## config.mk

```make
export PLATFORM = sky130hd
export DESIGN_NAME = udp_port_handler_table
export DESIGN_NICKNAME = d
export VERILOG_FILES = /design/src/rtl/uph_pkg.sv /design/src/rtl/udp_port_handler_table.sv
export SDC_FILE = /design/constraint.sdc
export NUM_CORES = 1
export LEC_CHECK = 0
export BUFFER_PORTS_ARGS = -buffer_cell sky130_fd_sc_hd__buf_2
export CORE_MARGIN = 3
export CORE_UTILIZATION = 45
export CTS_BUF_LIST = sky130_fd_sc_hd__clkbuf_8 sky130_fd_sc_hd__clkbuf_16
export DETAILED_ROUTE_END_ITERATION = 8
export MAX_ROUTING_LAYER = met4
export PLACE_DENSITY = 0.71
export SYNTH_ARGS = -nofsm -noshare
export SYNTH_HDL_FRONTEND = slang
export SYNTH_SLANG_ARGS = --single-unit
```

## constraint.sdc

```tcl
create_clock -name clk_i -period 5.2 [get_ports clk_i]
set_clock_uncertainty 0.2 [all_clocks]
set_input_delay 1.04 -clock clk_i [delete_from_list [all_inputs] [get_ports clk_i]]
set_output_delay 1.04 -clock clk_i [all_outputs]
set_load 0.05 [all_outputs]
```

## src/rtl/uph_pkg.sv

```systemverilog
// Package for the port-to-handler table: sizes, command and status codes,
// and the item structs of both channels. No dependencies.
package uph_pkg;

  // Table geometry.
  localparam int ENTRIES = 16;
  localparam int IDX_W   = $clog2(ENTRIES);

  // Field widths fixed by the item format.
  localparam int CMD_W  = 2;
  localparam int PORT_W = 16;
  localparam int HID_W  = 8;
  localparam int STAT_W = 2;
  localparam int SLOT_W = 4;

  typedef enum logic [CMD_W-1:0] {
    CMD_LOOKUP = 2'd0,
    CMD_OPEN   = 2'd1,
    CMD_CLOSE  = 2'd2
  } cmd_e;

  typedef enum logic [STAT_W-1:0] {
    STAT_OK      = 2'd0,
    STAT_FULL    = 2'd1,
    STAT_UNREACH = 2'd2
  } status_e;

  typedef struct packed {
    logic [CMD_W-1:0]  command;
    logic [PORT_W-1:0] port;
    logic [HID_W-1:0]  handler_id;
  } uph_in_t;

  typedef struct packed {
    logic [STAT_W-1:0] status;
    logic [SLOT_W-1:0] slot;
    logic [HID_W-1:0]  handler_out;
  } uph_out_t;

endpackage

```

## src/rtl/udp_port_handler_table.sv

```systemverilog
// Port-to-handler table: port tags and valid bits in flops, handler ids in a
// synchronous RAM with a registered read.
// Depends on uph_pkg.
//
//   Channel | Signals                               | Direction
//   --------+---------------------------------------+----------
//   in      | in_valid_i, in_ready_o, in_data_i     | into block
//   out     | out_valid_o, out_ready_i, out_data_o  | out of block
//
// Each item is captured first; in the execute state its port is compared
// against all tags, tags and valid bits are updated, the handler RAM accessed.
// The result sits in an output register; the next item is taken right after.
// If a result is not taken, the following item waits in the execute state.
// Reset clears all tags to port zero and all valid bits; the handler RAM is
// not cleared, since an entry only becomes valid when its handler is written.
module udp_port_handler_table
  import uph_pkg::*;
(
  input  logic     clk_i,
  input  logic     rst_ni,
  input  logic     in_valid_i,
  output logic     in_ready_o,
  input  uph_in_t  in_data_i,
  output logic     out_valid_o,
  input  logic     out_ready_i,
  output uph_out_t out_data_o
);

  localparam logic ST_IDLE = 1'b0;
  localparam logic ST_EXEC = 1'b1;

  logic                    state_q, state_d;
  uph_in_t                 item_q;
  logic [PORT_W-1:0]       tag_q [ENTRIES];
  logic [ENTRIES-1:0]      valid_q;
  logic [HID_W-1:0]        hmem [ENTRIES];
  logic [HID_W-1:0]        rdata_q;

  logic                    out_valid_q;
  logic [STAT_W-1:0]       status_q, status_d;
  logic [SLOT_W-1:0]       slot_q, slot_d;
  logic                    deliver_q, deliver_d;

  logic [ENTRIES-1:0]      match;
  logic                    any_match, any_free;
  logic [IDX_W-1:0]        match_idx, free_idx, use_idx;
  logic                    exec_go;
  logic                    mem_we, mem_re;
  logic [IDX_W-1:0]        mem_addr;
  logic                    tag_we;
  logic [ENTRIES-1:0]      valid_d;

  assign in_ready_o  = (state_q == ST_IDLE);
  assign out_valid_o = out_valid_q;
  assign exec_go     = (state_q == ST_EXEC) && (!out_valid_q || out_ready_i);

  // Tag compare against every entry, then lowest match and lowest free entry.
  always_comb begin
    match_idx = '0;
    free_idx  = '0;
    for (int i = 0; i < ENTRIES; i++) begin
      match[i] = (tag_q[i] == item_q.port);
    end
    for (int i = ENTRIES - 1; i >= 0; i--) begin
      if (match[i]) begin
        match_idx = IDX_W'(i);
      end
      if (!valid_q[i]) begin
        free_idx = IDX_W'(i);
      end
    end
    any_match = |match;
    any_free  = ~&valid_q;
  end

  // Command decode for the execute cycle.
  always_comb begin
    status_d  = STAT_OK;
    slot_d    = '0;
    deliver_d = 1'b0;
    mem_we    = 1'b0;
    mem_re    = 1'b0;
    tag_we    = 1'b0;
    use_idx   = match_idx;
    valid_d   = valid_q;
    case (item_q.command)
      CMD_LOOKUP: begin
        if (any_match) begin
          slot_d = SLOT_W'(match_idx);
        end
        if (any_match && valid_q[match_idx]) begin
          deliver_d = 1'b1;
          mem_re    = 1'b1;
        end else begin
          status_d = STAT_UNREACH;
        end
      end
      CMD_OPEN: begin
        use_idx = any_match ? match_idx : free_idx;
        if (any_match || any_free) begin
          slot_d           = SLOT_W'(use_idx);
          mem_we           = 1'b1;
          tag_we           = 1'b1;
          valid_d[use_idx] = 1'b1;
        end else begin
          status_d = STAT_FULL;
        end
      end
      CMD_CLOSE: begin
        valid_d = valid_q & ~match;
        if (any_match) begin
          slot_d = SLOT_W'(match_idx);
        end
      end
      default: begin
        status_d = STAT_OK;
      end
    endcase
    mem_addr = use_idx;
  end

  // Sequencer: capture one item, then execute it once the output is free.
  always_comb begin
    state_d = state_q;
    case (state_q)
      ST_IDLE: begin
        if (in_valid_i) begin
          state_d = ST_EXEC;
        end
      end
      ST_EXEC: begin
        if (exec_go) begin
          state_d = ST_IDLE;
        end
      end
      default: begin
        state_d = ST_IDLE;
      end
    endcase
  end

  // Control state, tags and valid bits.
  always_ff @(posedge clk_i or negedge rst_ni) begin
    if (!rst_ni) begin
      state_q     <= ST_IDLE;
      out_valid_q <= 1'b0;
      valid_q     <= '0;
      for (int i = 0; i < ENTRIES; i++) begin
        tag_q[i] <= '0;
      end
    end else begin
      state_q <= state_d;
      if (exec_go) begin
        out_valid_q <= 1'b1;
        valid_q     <= valid_d;
        if (tag_we) begin
          tag_q[use_idx] <= item_q.port;
        end
      end else if (out_ready_i) begin
        out_valid_q <= 1'b0;
      end
    end
  end

  // Item capture and result payload registers.
  always_ff @(posedge clk_i) begin
    if (in_valid_i && in_ready_o) begin
      item_q <= in_data_i;
    end
    if (exec_go) begin
      status_q  <= status_d;
      slot_q    <= slot_d;
      deliver_q <= deliver_d;
    end
  end

  // Handler RAM: one write or one registered read per cycle.
  always_ff @(posedge clk_i) begin
    if (exec_go && mem_we) begin
      hmem[mem_addr] <= item_q.handler_id;
    end
    if (exec_go && mem_re) begin
      rdata_q <= hmem[mem_addr];
    end
  end

  assign out_data_o.status      = status_q;
  assign out_data_o.slot        = slot_q;
  assign out_data_o.handler_out = deliver_q ? rdata_q : '0;

`ifndef NO_ASSERTIONS
  // A nonzero handler is only ever shown on a delivered lookup.
  a_handler_ok: assert property (@(posedge clk_i) disable iff (!rst_ni)
    (out_valid_o && out_data_o.handler_out != '0) |-> out_data_o.status == STAT_OK)
    else $error("handler shown on a result that is not a delivery");

  // A full-table result carries neither slot nor handler.
  a_full_zero: assert property (@(posedge clk_i) disable iff (!rst_ni)
    (out_valid_o && out_data_o.status == STAT_FULL) |->
      (out_data_o.slot == '0 && out_data_o.handler_out == '0))
    else $error("full result with nonzero slot or handler");

  // One item at a time: in the cycle after an accept the input is closed.
  a_one_item: assert property (@(posedge clk_i) disable iff (!rst_ni)
    (in_valid_i && in_ready_o) |=> !in_ready_o)
    else $error("second item accepted while one is in execution");
`endif

endmodule
```

# Word-level counts from Yosys, hierarchy flattened
# Memory sizes are Yosys's and may differ from the RTL's. A register that Yosys moved wholly into a read port is not among the register bits.
# Index checks and enable logic that the tools add are counted.
totals:
  ff_bits: 307
  ram_bits: 128
  input_bits: 30
  elab_cells: 135
  memories: 1
memory_table:
  columns: ["memory", "depth", "width", "read_ports", "rd_ports_with_merged_regs", "write_ports", "line_no", "source"]
  rows:
  - ["hmem", 16, 8, 1, 1, 1, "udp_port_handler_table.sv:36", "logic [HID_W-1:0] hmem [ENTRIES];"]
classes:
  order_cmp: 5
  n_eq_ne: 19
  muxes: 61
  bitwise: 5
  n_reduce_logical: 19
ops:
  columns: ["operator", "count"]
  rows:
  - ["256-bit bitwise mux", 1]
  - ["16-bit equality test", 16]
  - ["4-bit two-way mux", 36]
  - ["16-bit demux with 4-bit select", 1]
  - ["16-bit two-way mux", 2]
  - ["16-bit case mux with 2 select lines", 1]
  - ["16-bit AND", 1]
  - ["16-bit NOT", 1]
  - ["16-bit bitwise OR", 1]
  - ["16-bit AND reduction", 1]
  - ["16-bit OR reduction", 1]
  - ["1-bit two-way mux", 13]
  - ["4-bit by 5-bit less-than comparator with 1-bit output (second input constant)", 2]
  - ["8-bit two-way mux", 1]
  - ["4-bit case mux with 2 select lines", 1]
  - ["1-bit logical AND", 7]
  - ["5-bit >= comparator (second input constant)", 1]
  - ["5-bit by 1-bit less-than comparator with 1-bit output (second input constant)", 1]
  - ["4-bit NOT with 5-bit output", 1]
  - ["1-bit binary-select mux with 4-bit select", 1]
  - ["1-bit demux with 4-bit select", 1]
  - ["4-bit by 1-bit >= comparator with 1-bit output (second input constant)", 1]
  - ["2-bit case mux with 2 select lines", 1]
  - ["2-bit nonzero test", 2]
  - ["other kinds (12)", 14]

# Depth between registers and ports, before layout
# Gate-level depths: netlist (run 1).
depth:
  ltp_word: 25
  depth_mapped: 14
  mapped_depth_nobuf: 10

# Worst setup path before layout (run 1)
# OpenSTA, ideal clock, no wires.
synth_path:
  path_type: "register -> register"
  from: "reg item_q[11] (netlist name)"
  to: "reg rdata_q[0] (read register of hmem) (enable)"
  t_arrival_ns: 3.386
  t_required_ns: 4.620
  setup_slack_ns: 1.235
  path_stages_with_launch: 14
  period_less_slack_ns: 3.965
  cell_sequence: "edfxtp_1 buf_6 buf_6 xor2_1 nor4_1 nand4_2 and2_4 a221oi_4 buf_4 mux2i_1 a21o_1 o41a_1 o211a_1 nor4_2"
synth_via:
  elab_chain_len: 23
synth_rtl:
  columns: ["element", "line_no", "source"]
  rows:
  - ["start, declared", "udp_port_handler_table.sv:33", "uph_in_t item_q;"]
  - ["start signal, assigned", "udp_port_handler_table.sv:168", "item_q <= in_data_i;"]
  - ["16-bit equality test", "udp_port_handler_table.sv:62", "match[i] = (tag_q[i] == item_q.port);"]
  - ["4-bit two-way mux (16 in series)", "udp_port_handler_table.sv:65", "if (match[i]) begin"]
  - ["1-bit binary-select mux with 4-bit select", "udp_port_handler_table.sv:91", "if (any_match && valid_q[match_idx]) begin"]
  - ["1-bit two-way mux (implied by the code)", "udp_port_handler_table.sv:91", null]
  - ["1-bit logical AND", "udp_port_handler_table.sv:91", null]
  - ["1-bit two-way mux", "udp_port_handler_table.sv:91", null]
  - ["1-bit two-way mux", "udp_port_handler_table.sv:86", "case (item_q.command)"]
  - ["1-bit logical AND", "udp_port_handler_table.sv:182", "if (exec_go && mem_re) begin"]
  - ["end, declared", "udp_port_handler_table.sv:37", "logic [HID_W-1:0] rdata_q;"]
# Parallel ways exist; a longest one is shown, timed or not. The select of a mux whose other input is x is not followed.
# A chain may end at the register's enable or synchronous reset.

# Worst setup path after layout (run 1)
layout_path:
  from: "reg item_q[8] (netlist name)"
  to: "reg rdata_q[0] (read register of hmem) (data pin)"
# Same word-level chain as after synthesis.

==> impl_metrics.py, run 1 <==
metrics = {
    "outcome": {
        "outcome": "complete, no violations",
    },
    "place": {
        "hpwl_um": 29000,
        "place.gp.congestion": 0.856,
        "placed_cell_area_um2": 21600,
        "io_buffers": 45,
        "dp_slack_ns": 0.132,
    },
    "floorplanning": {
        "die_h_um": 221,
        "start_util_pct": 46.2,
        "core_um2": 44800,
        "io_pins": 46,
        "fp.dieArea_um2": 48700,
        "rows": 77,
        "die_w_um": 221,
    },
    "logic_synthesis": {
        "yosys_warnings": 0,
        "synth_area_per_cell_um2": 14.1,
        "synth.most_common_cell": "dfrtp_1",
        "synth-main-ff-cell": "dfrtp_1",
        "ys_seq_area_share_pct": 57.6,
        "synth_area_um2": 20700,
        "synth_edf_count": 169,
        "synth.distinct_cells": 73,
        "synth_largest_area_cell": "dfrtp_1",
        "netlist_top_cells_count": "274 x dfrtp_1, 224 x xor2_1, 169 x edfxtp_1",
        "synth_top_area_share_pct": 33.1,
        "synth.area.top_cells": "dfrtp_1 33%, edfxtp_1 24%, xor2_1 9.5%, mux2_2 8.0%, mux2_1 6.1%",
        "synth_nets": 1495,
        "ys_seq_elements": 443,
        "synthCells": 1465,
        "async_flop_share_pct": 61.9,
    },
    "cts": {
        "cts_tree": "yes",
        "cts_made_buffers": 47,
        "root_buffer": "clkbuf_16",
        "cts_setup_buffers": 0,
        "clock-sinks": 443,
        "clk_pin_slew_ns": 0.06,
        "clock_path_buffers": 3,
        "clk-insertion-delay-late_ns": 0.59,
        "clock_tree.htree_level_count": 2,
        "cts_hold_buffers": 0,
        "cts_resized": 0,
    },
    "worst_setup_path": {
        "required_ns": 5.31,
        "r2r_start": "item_q[8]",
        "crit_start": "item_q[8]",
        "path_class": "reg -> reg",
        "cp-start-kind": "flop",
        "cp_max_fo": 16,
        "cp-end-kind": "flop",
        "crit_arrival_ns": 4.95,
    },
    "pwr": {
        "power_w": 0.00905,
        "intPower_w": 0.00647,
        "clkPwrFrac_pct": 36.2,
        "switching_share_pct": 28.6,
        "power_leakage_nw": 10.4,
        "seqPwrFrac_pct": 46.4,
        "combPwrFrac_pct": 17.4,
        "p_per_area_nw_per_um2": 391,
        "switching_power_w": 0.00259,
        "irDropWorstVdd_uv": 269,
    },
    "routing": {
        "num_vias": 11700,
        "vias_per_cell": 5.45,
        "ant_nets": 0,
        "drt_iter0_drc": 710,
        "drc": 0,
        "firstDrtPassIters": 4,
        "wirelength_um": 44800,
        "wl_per_cell_um": 20.8,
    },
    "layout": {
        "fill_cells": 3782,
        "final_area_um2": 23100,
        "antennaDiodeCount": 0,
        "area_delta_synth_final_pct": 11.6,
        "layout-drive-gt1-share_pct": 23.8,
        "nets": 1554,
    },
    "global_routing": {
        "antenna_found_initial": 0,
        "grt_max_degree": 125,
        "overflow": 0,
        "first_global_vias": 12000,
        "grt_pass1_wl_um": 70600,
        "grt_usage_pct": 19.5,
    },
    "worst_hold_path": {
        "min-delay-start": "tag_q[72]",
        "hold_path_class": "reg -> reg",
    },
    "sta": {
        "worst_pin_slew_ns": 1.00,
        "fmax_ghz": 0.207,
        "finalMaxSlewViolations": 0,
        "fin_setup_tns_ns": 0,
        "relSlewSlack_pct": 33.1,
        "rsz0062_at_grt": "no",
        "setup_viol": 0,
        "post-route-worst-setup-slack_ns": 0.361,
        "min_period_ns": 4.84,
        "hold_viol": 0,
        "min_period_over_period_pct": 93.1,
    },
    "flow_run": {
        "drv_cap": 0,
    },
}
## through the flow
stage | hold WS [ns] | cells | utilization (%)
floorplan | 0.278 | 1465 | -
global route | 0.315 | 2154 | 51.6
finish | 0.304 | 2154 | 51.6
CTS | 0.308 | 2154 | 51.6
global placement | 0.287 | 2067 | 48.2
detailed placement | 0.295 | 2067 | 48.2
## per-layer routing
metal  track usage [%]  share of wire (%)  vias up
met5                 -                  0        -
met4              5.50                2.4        0
met3              2.43                3.0       75
met2              32.0                 49      197
met1              25.7                 46     6057
li1                  -                  -     5411
## worst paths after layout
check / endpoint / slack, ns / depth (start not counted)
worst min register to register: tag_q[72] / 0.30 / 1
worst min-delay path: tag_q[72] / 0.30 / 1
max in group asynchronous: tag_q[171] / 3.26 / 2
worst max-delay path: rdata_q[0] / 0.36 / 12
min in group asynchronous: tag_q[125] / 0.36 / 1
worst max register to register: rdata_q[0] / 0.36 / 12
## sequential cells by signal, indices dropped and copies added (netlist names)
register / flops
out_valid_o: 1
item_q: 26
rdata_q: 8
tag_q: 256
deliver_q: 1
hmem: 128
status_q: 2
state_q: 1
slot_q: 4
valid_q: 16
## area by class of cell
type,instances,area (µm²),area share [%]
inverters,21,78.8,0.341
well taps,592,741,3.20
clock buffers,56,1310,5.67
multi-input cells,908,8060,34.8
flip-flops and latches,443,11900,51.6
repair buffers,103,783,3.39
clock inverters,31,229,0.990
## power by group through the flow
stage	Clock, W	Sequential, W	Combinational (W)
after floorplan	0	0.00423	0.00114
after global placement	0	0.00425	0.00157
after detailed placement	0	0.00427	0.00159
after CTS	0.00335	0.00420	0.00160
after global routing	0.00350	0.00423	0.00172
final	0.00328	0.00420	0.00157
## critical path, stage by stage, from the launching register on
cell and delay, ns:
edfxtp_1 0.72, buf_4 0.39, xor2_1 0.12, nor4_2 0.48, nand4_1 0.30, and4_4 0.29, a221oi_4 0.29, o21ai_2 0.18
nand2_4 0.20, buf_4 0.32, mux2_2 0.38, o211ai_1 0.23, or4b_1 0.47
## cell families (layout without fill, tap and decap cells)
logic type      count (synthesis)  after routing  synth area share (%)
xor+xnor                      256            256                  10.8
flops                         443            443                  57.6
compound gates                108            108                  3.67
buf+inv                       114            211                  3.62
simple gates                  226            226                  7.36
mux                           318            318                  16.9
## cells in the final DEF (no fill, tap or decap), types with 4 or more instances in the layout
cell	Yosys	final
clkinv_1	0	4
nor3_1	4	4
o21ai_0	25	25
or4_1	4	4
inv_1	21	33
nand2_1	34	34
buf_2	29	44
buf_12	0	9
clkbuf_8	0	8
a21o_1	4	4
nand2b_1	8	8
buf_4	16	49
nor4_1	57	56
mux2i_1	57	57
clkbuf_16	0	48
xor2_1	224	224
mux2_2	148	148
o211ai_1	8	8
xnor2_1	32	32
and4_1	5	5
nor2b_1	5	4
mux2_1	113	113
or4b_1	4	4
nand3_1	7	7
o221ai_1	4	4
edfxtp_1	169	169
and2_1	11	11
nand4_1	25	25
nor2_4	8	8
nor2_1	14	14
dfrtp_1	274	274
o22ai_1	28	28
clkinv_2	0	8
nand2_2	7	6
a21oi_1	14	14
Power figures use the tool's default switching activity.
==> run 2: changes to the inputs <==
CTS_BUF_LIST = sky130_fd_sc_hd__clkbuf_8   (was sky130_fd_sc_hd__clkbuf_8 sky130_fd_sc_hd__clkbuf_16)
TNS_END_PERCENT = 50   (was unset)
==> impl_metrics.py, run 2 (synthesis results as in run 1) <==
metrics = {
    "place": {
        "placed_cell_area_um2": 21600,
        "place.gp.congestion": 0.856,
        "hpwl_um": 29000,
        "io_buffers": 45,
    },
    "layout": {
        "largest-register": "tag_q",
        "layout-drive-gt1-share_pct": 24.7,
        "reg_top3": "tag_q x256, hmem x128, item_q x26",
        "area_delta_synth_final_pct": 11.2,
        "final_common_cell": "dfrtp_1",
        "antennaDiodeCount": 0,
        "postLayoutCoreUtil_pct": 51.4,
        "layout_common_cells": "274 x dfrtp_1, 224 x xor2_1, 169 x edfxtp_1, 148 x mux2_2, 113 x mux2_1",
        "nets": 1583,
        "final_area_um2": 23000,
        "fill_cells": 3836,
        "largest_register_ff_count": 256,
    },
    "cts": {
        "cts_setup_buffers": 0,
        "root_buffer": "clkbuf_8",
        "clock_tree.htree_level_count": 3,
        "cts_tree": "yes",
        "cts_resized": 0,
        "cts_made_buffers": 76,
        "clock-sinks": 443,
        "clock_path_buffers": 3,
        "cts_hold_buffers": 0,
        "clk_pin_slew_ns": 0.06,
        "clk-insertion-delay-late_ns": 0.66,
    },
    "worst_setup_path": {
        "critical_path.top_delay_family": "simple AND/OR/NAND/NOR gates",
        "crit_arrival_ns": 5.03,
        "crit_chain": "buf_4, xor2_1, nor4_2, nand4_1, and4_4, a221oi_4, o21ai_2, nand2_4, buf_4, mux2_2, o211ai_1, or4b_1",
        "cp-start-kind": "flop",
        "required_ns": 5.35,
        "cp-end-kind": "flop",
        "cp_common_cell": "buf_4",
        "cp_max_fo": 16,
        "worst-path-buf-inv": 2,
        "cp_slowest_cell": "edfxtp_1",
        "slowest_delay_ns": 0.72,
        "path_class": "reg -> reg",
    },
    "global_routing": {
        "overflow": 0,
        "first_global_vias": 12300,
        "antenna_found_initial": 0,
        "grt_pass1_wl_um": 71200,
        "grt_usage_pct": 19.9,
        "grt_max_degree": 125,
    },
    "floorplanning": {
        "rows": 77,
        "die_h_um": 221,
        "core_um2": 44800,
        "die_w_um": 221,
        "start_util_pct": 46.2,
        "fp.dieArea_um2": 48700,
        "io_pins": 46,
    },
    "pwr": {
        "irDropWorstVdd_uv": 307,
        "power_leakage_nw": 10.5,
        "power_w": 0.00876,
        "p_per_area_nw_per_um2": 380,
    },
    "sta": {
        "rsz0062_at_grt": "no",
        "relSlewSlack_pct": 34.1,
        "worst_pin_slew_ns": 0.988,
        "finalMaxSlewViolations": 0,
        "fin_setup_tns_ns": 0,
        "hold_viol": 0,
        "min_period_over_period_pct": 93.7,
        "setup_viol": 0,
        "fmax_ghz": 0.205,
        "min_period_ns": 4.87,
    },
    "routing": {
        "drc": 0,
        "wirelength_um": 45300,
        "num_vias": 11800,
        "wl_per_cell_um": 20.6,
        "ant_nets": 0,
        "drt_iter0_drc": 726,
        "firstDrtPassIters": 5,
        "vias_per_cell": 5.37,
    },
    "flow_run": {
        "drv_cap": 0,
    },
    "outcome": {
        "outcome": "complete, no violations",
    },
    "worst_hold_path": {
        "hold_path_class": "in -> async",
    },
}
[run 2: changes by cell type in the layout (fill, tap and decap cells not counted), sizes merged]
| cell | before | now |
|---|---|---|
| clkinv | 15 | 14 |
| bufinv | 2 | 3 |
| inv | 34 | 52 |
| clkinvlp | 1 | 5 |
| clkbuf | 56 | 82 |
[run 2: where the power goes]
group	switching, W	internal, W
clock	0.00139	0.00160
combinational	0.000961	0.000613
sequential	0.000242	0.00396
total	0.00259	0.00617
[run 2: worst paths after layout]
| check | startpoint | end | slack (ns) | cells past startpoint |
|---|---|---|---|---|
| max | item_q[8] | rdata_q[0] | 0.33 | 12 |
| min | rst_ni | tag_q[125] | 0.30 | 1 |
| max reg2reg | item_q[8] | rdata_q[0] | 0.33 | 12 |
| min reg2reg | tag_q[168] | tag_q[168] | 0.30 | 1 |
| max in group asynchronous | rst_ni | tag_q[187] | 3.31 | 2 |
| min in group clk_i | tag_q[168] | tag_q[168] | 0.30 | 1 |
[run 2: worst reg2reg max path, cell delays in order (launching register included)]
cell and delay, ns:
edfxtp_1 0.72, buf_4 0.39, xor2_1 0.13, nor4_2 0.50, nand4_1 0.31, and4_4 0.29, a221oi_4 0.29, o21ai_2 0.18
nand2_4 0.20, buf_4 0.32, mux2_2 0.38, o211ai_1 0.22, or4b_1 0.47
[run 2: per-layer routing]
layer / share of wire [%] / up-vias / global-route usage (%)
li1: - / 5479 / -
met1: 44 / 6049 / 25.2
met2: 49 / 213 / 31.9
met3: 3.8 / 87 / 4.02
met4: 3.0 / 0 / 7.14
met5: 0 / - / -
[run 2: final cells by class]
type | instances | area, µm² | share of cell area, %
Sequential cell | 443 | 11900 | 51.8
Multi-Input combinational cell | 908 | 8060 | 35.0
Clock buffer | 82 | 1130 | 4.90
Timing Repair Buffer | 103 | 783 | 3.40
Tap cell | 592 | 741 | 3.22
Clock inverter | 53 | 312 | 1.35
Inverter | 21 | 78.8 | 0.342
[run 2: stage by stage]
step	cells	hold slack (ns)	worst slack (ns)
after floorplan	1465	0.278	1.23
after global placement	2067	0.287	0.227
after detailed placement	2067	0.295	0.132
after CTS	2202	0.308	0.0930
after global routing	2202	0.313	0.152
final	2202	0.301	0.328
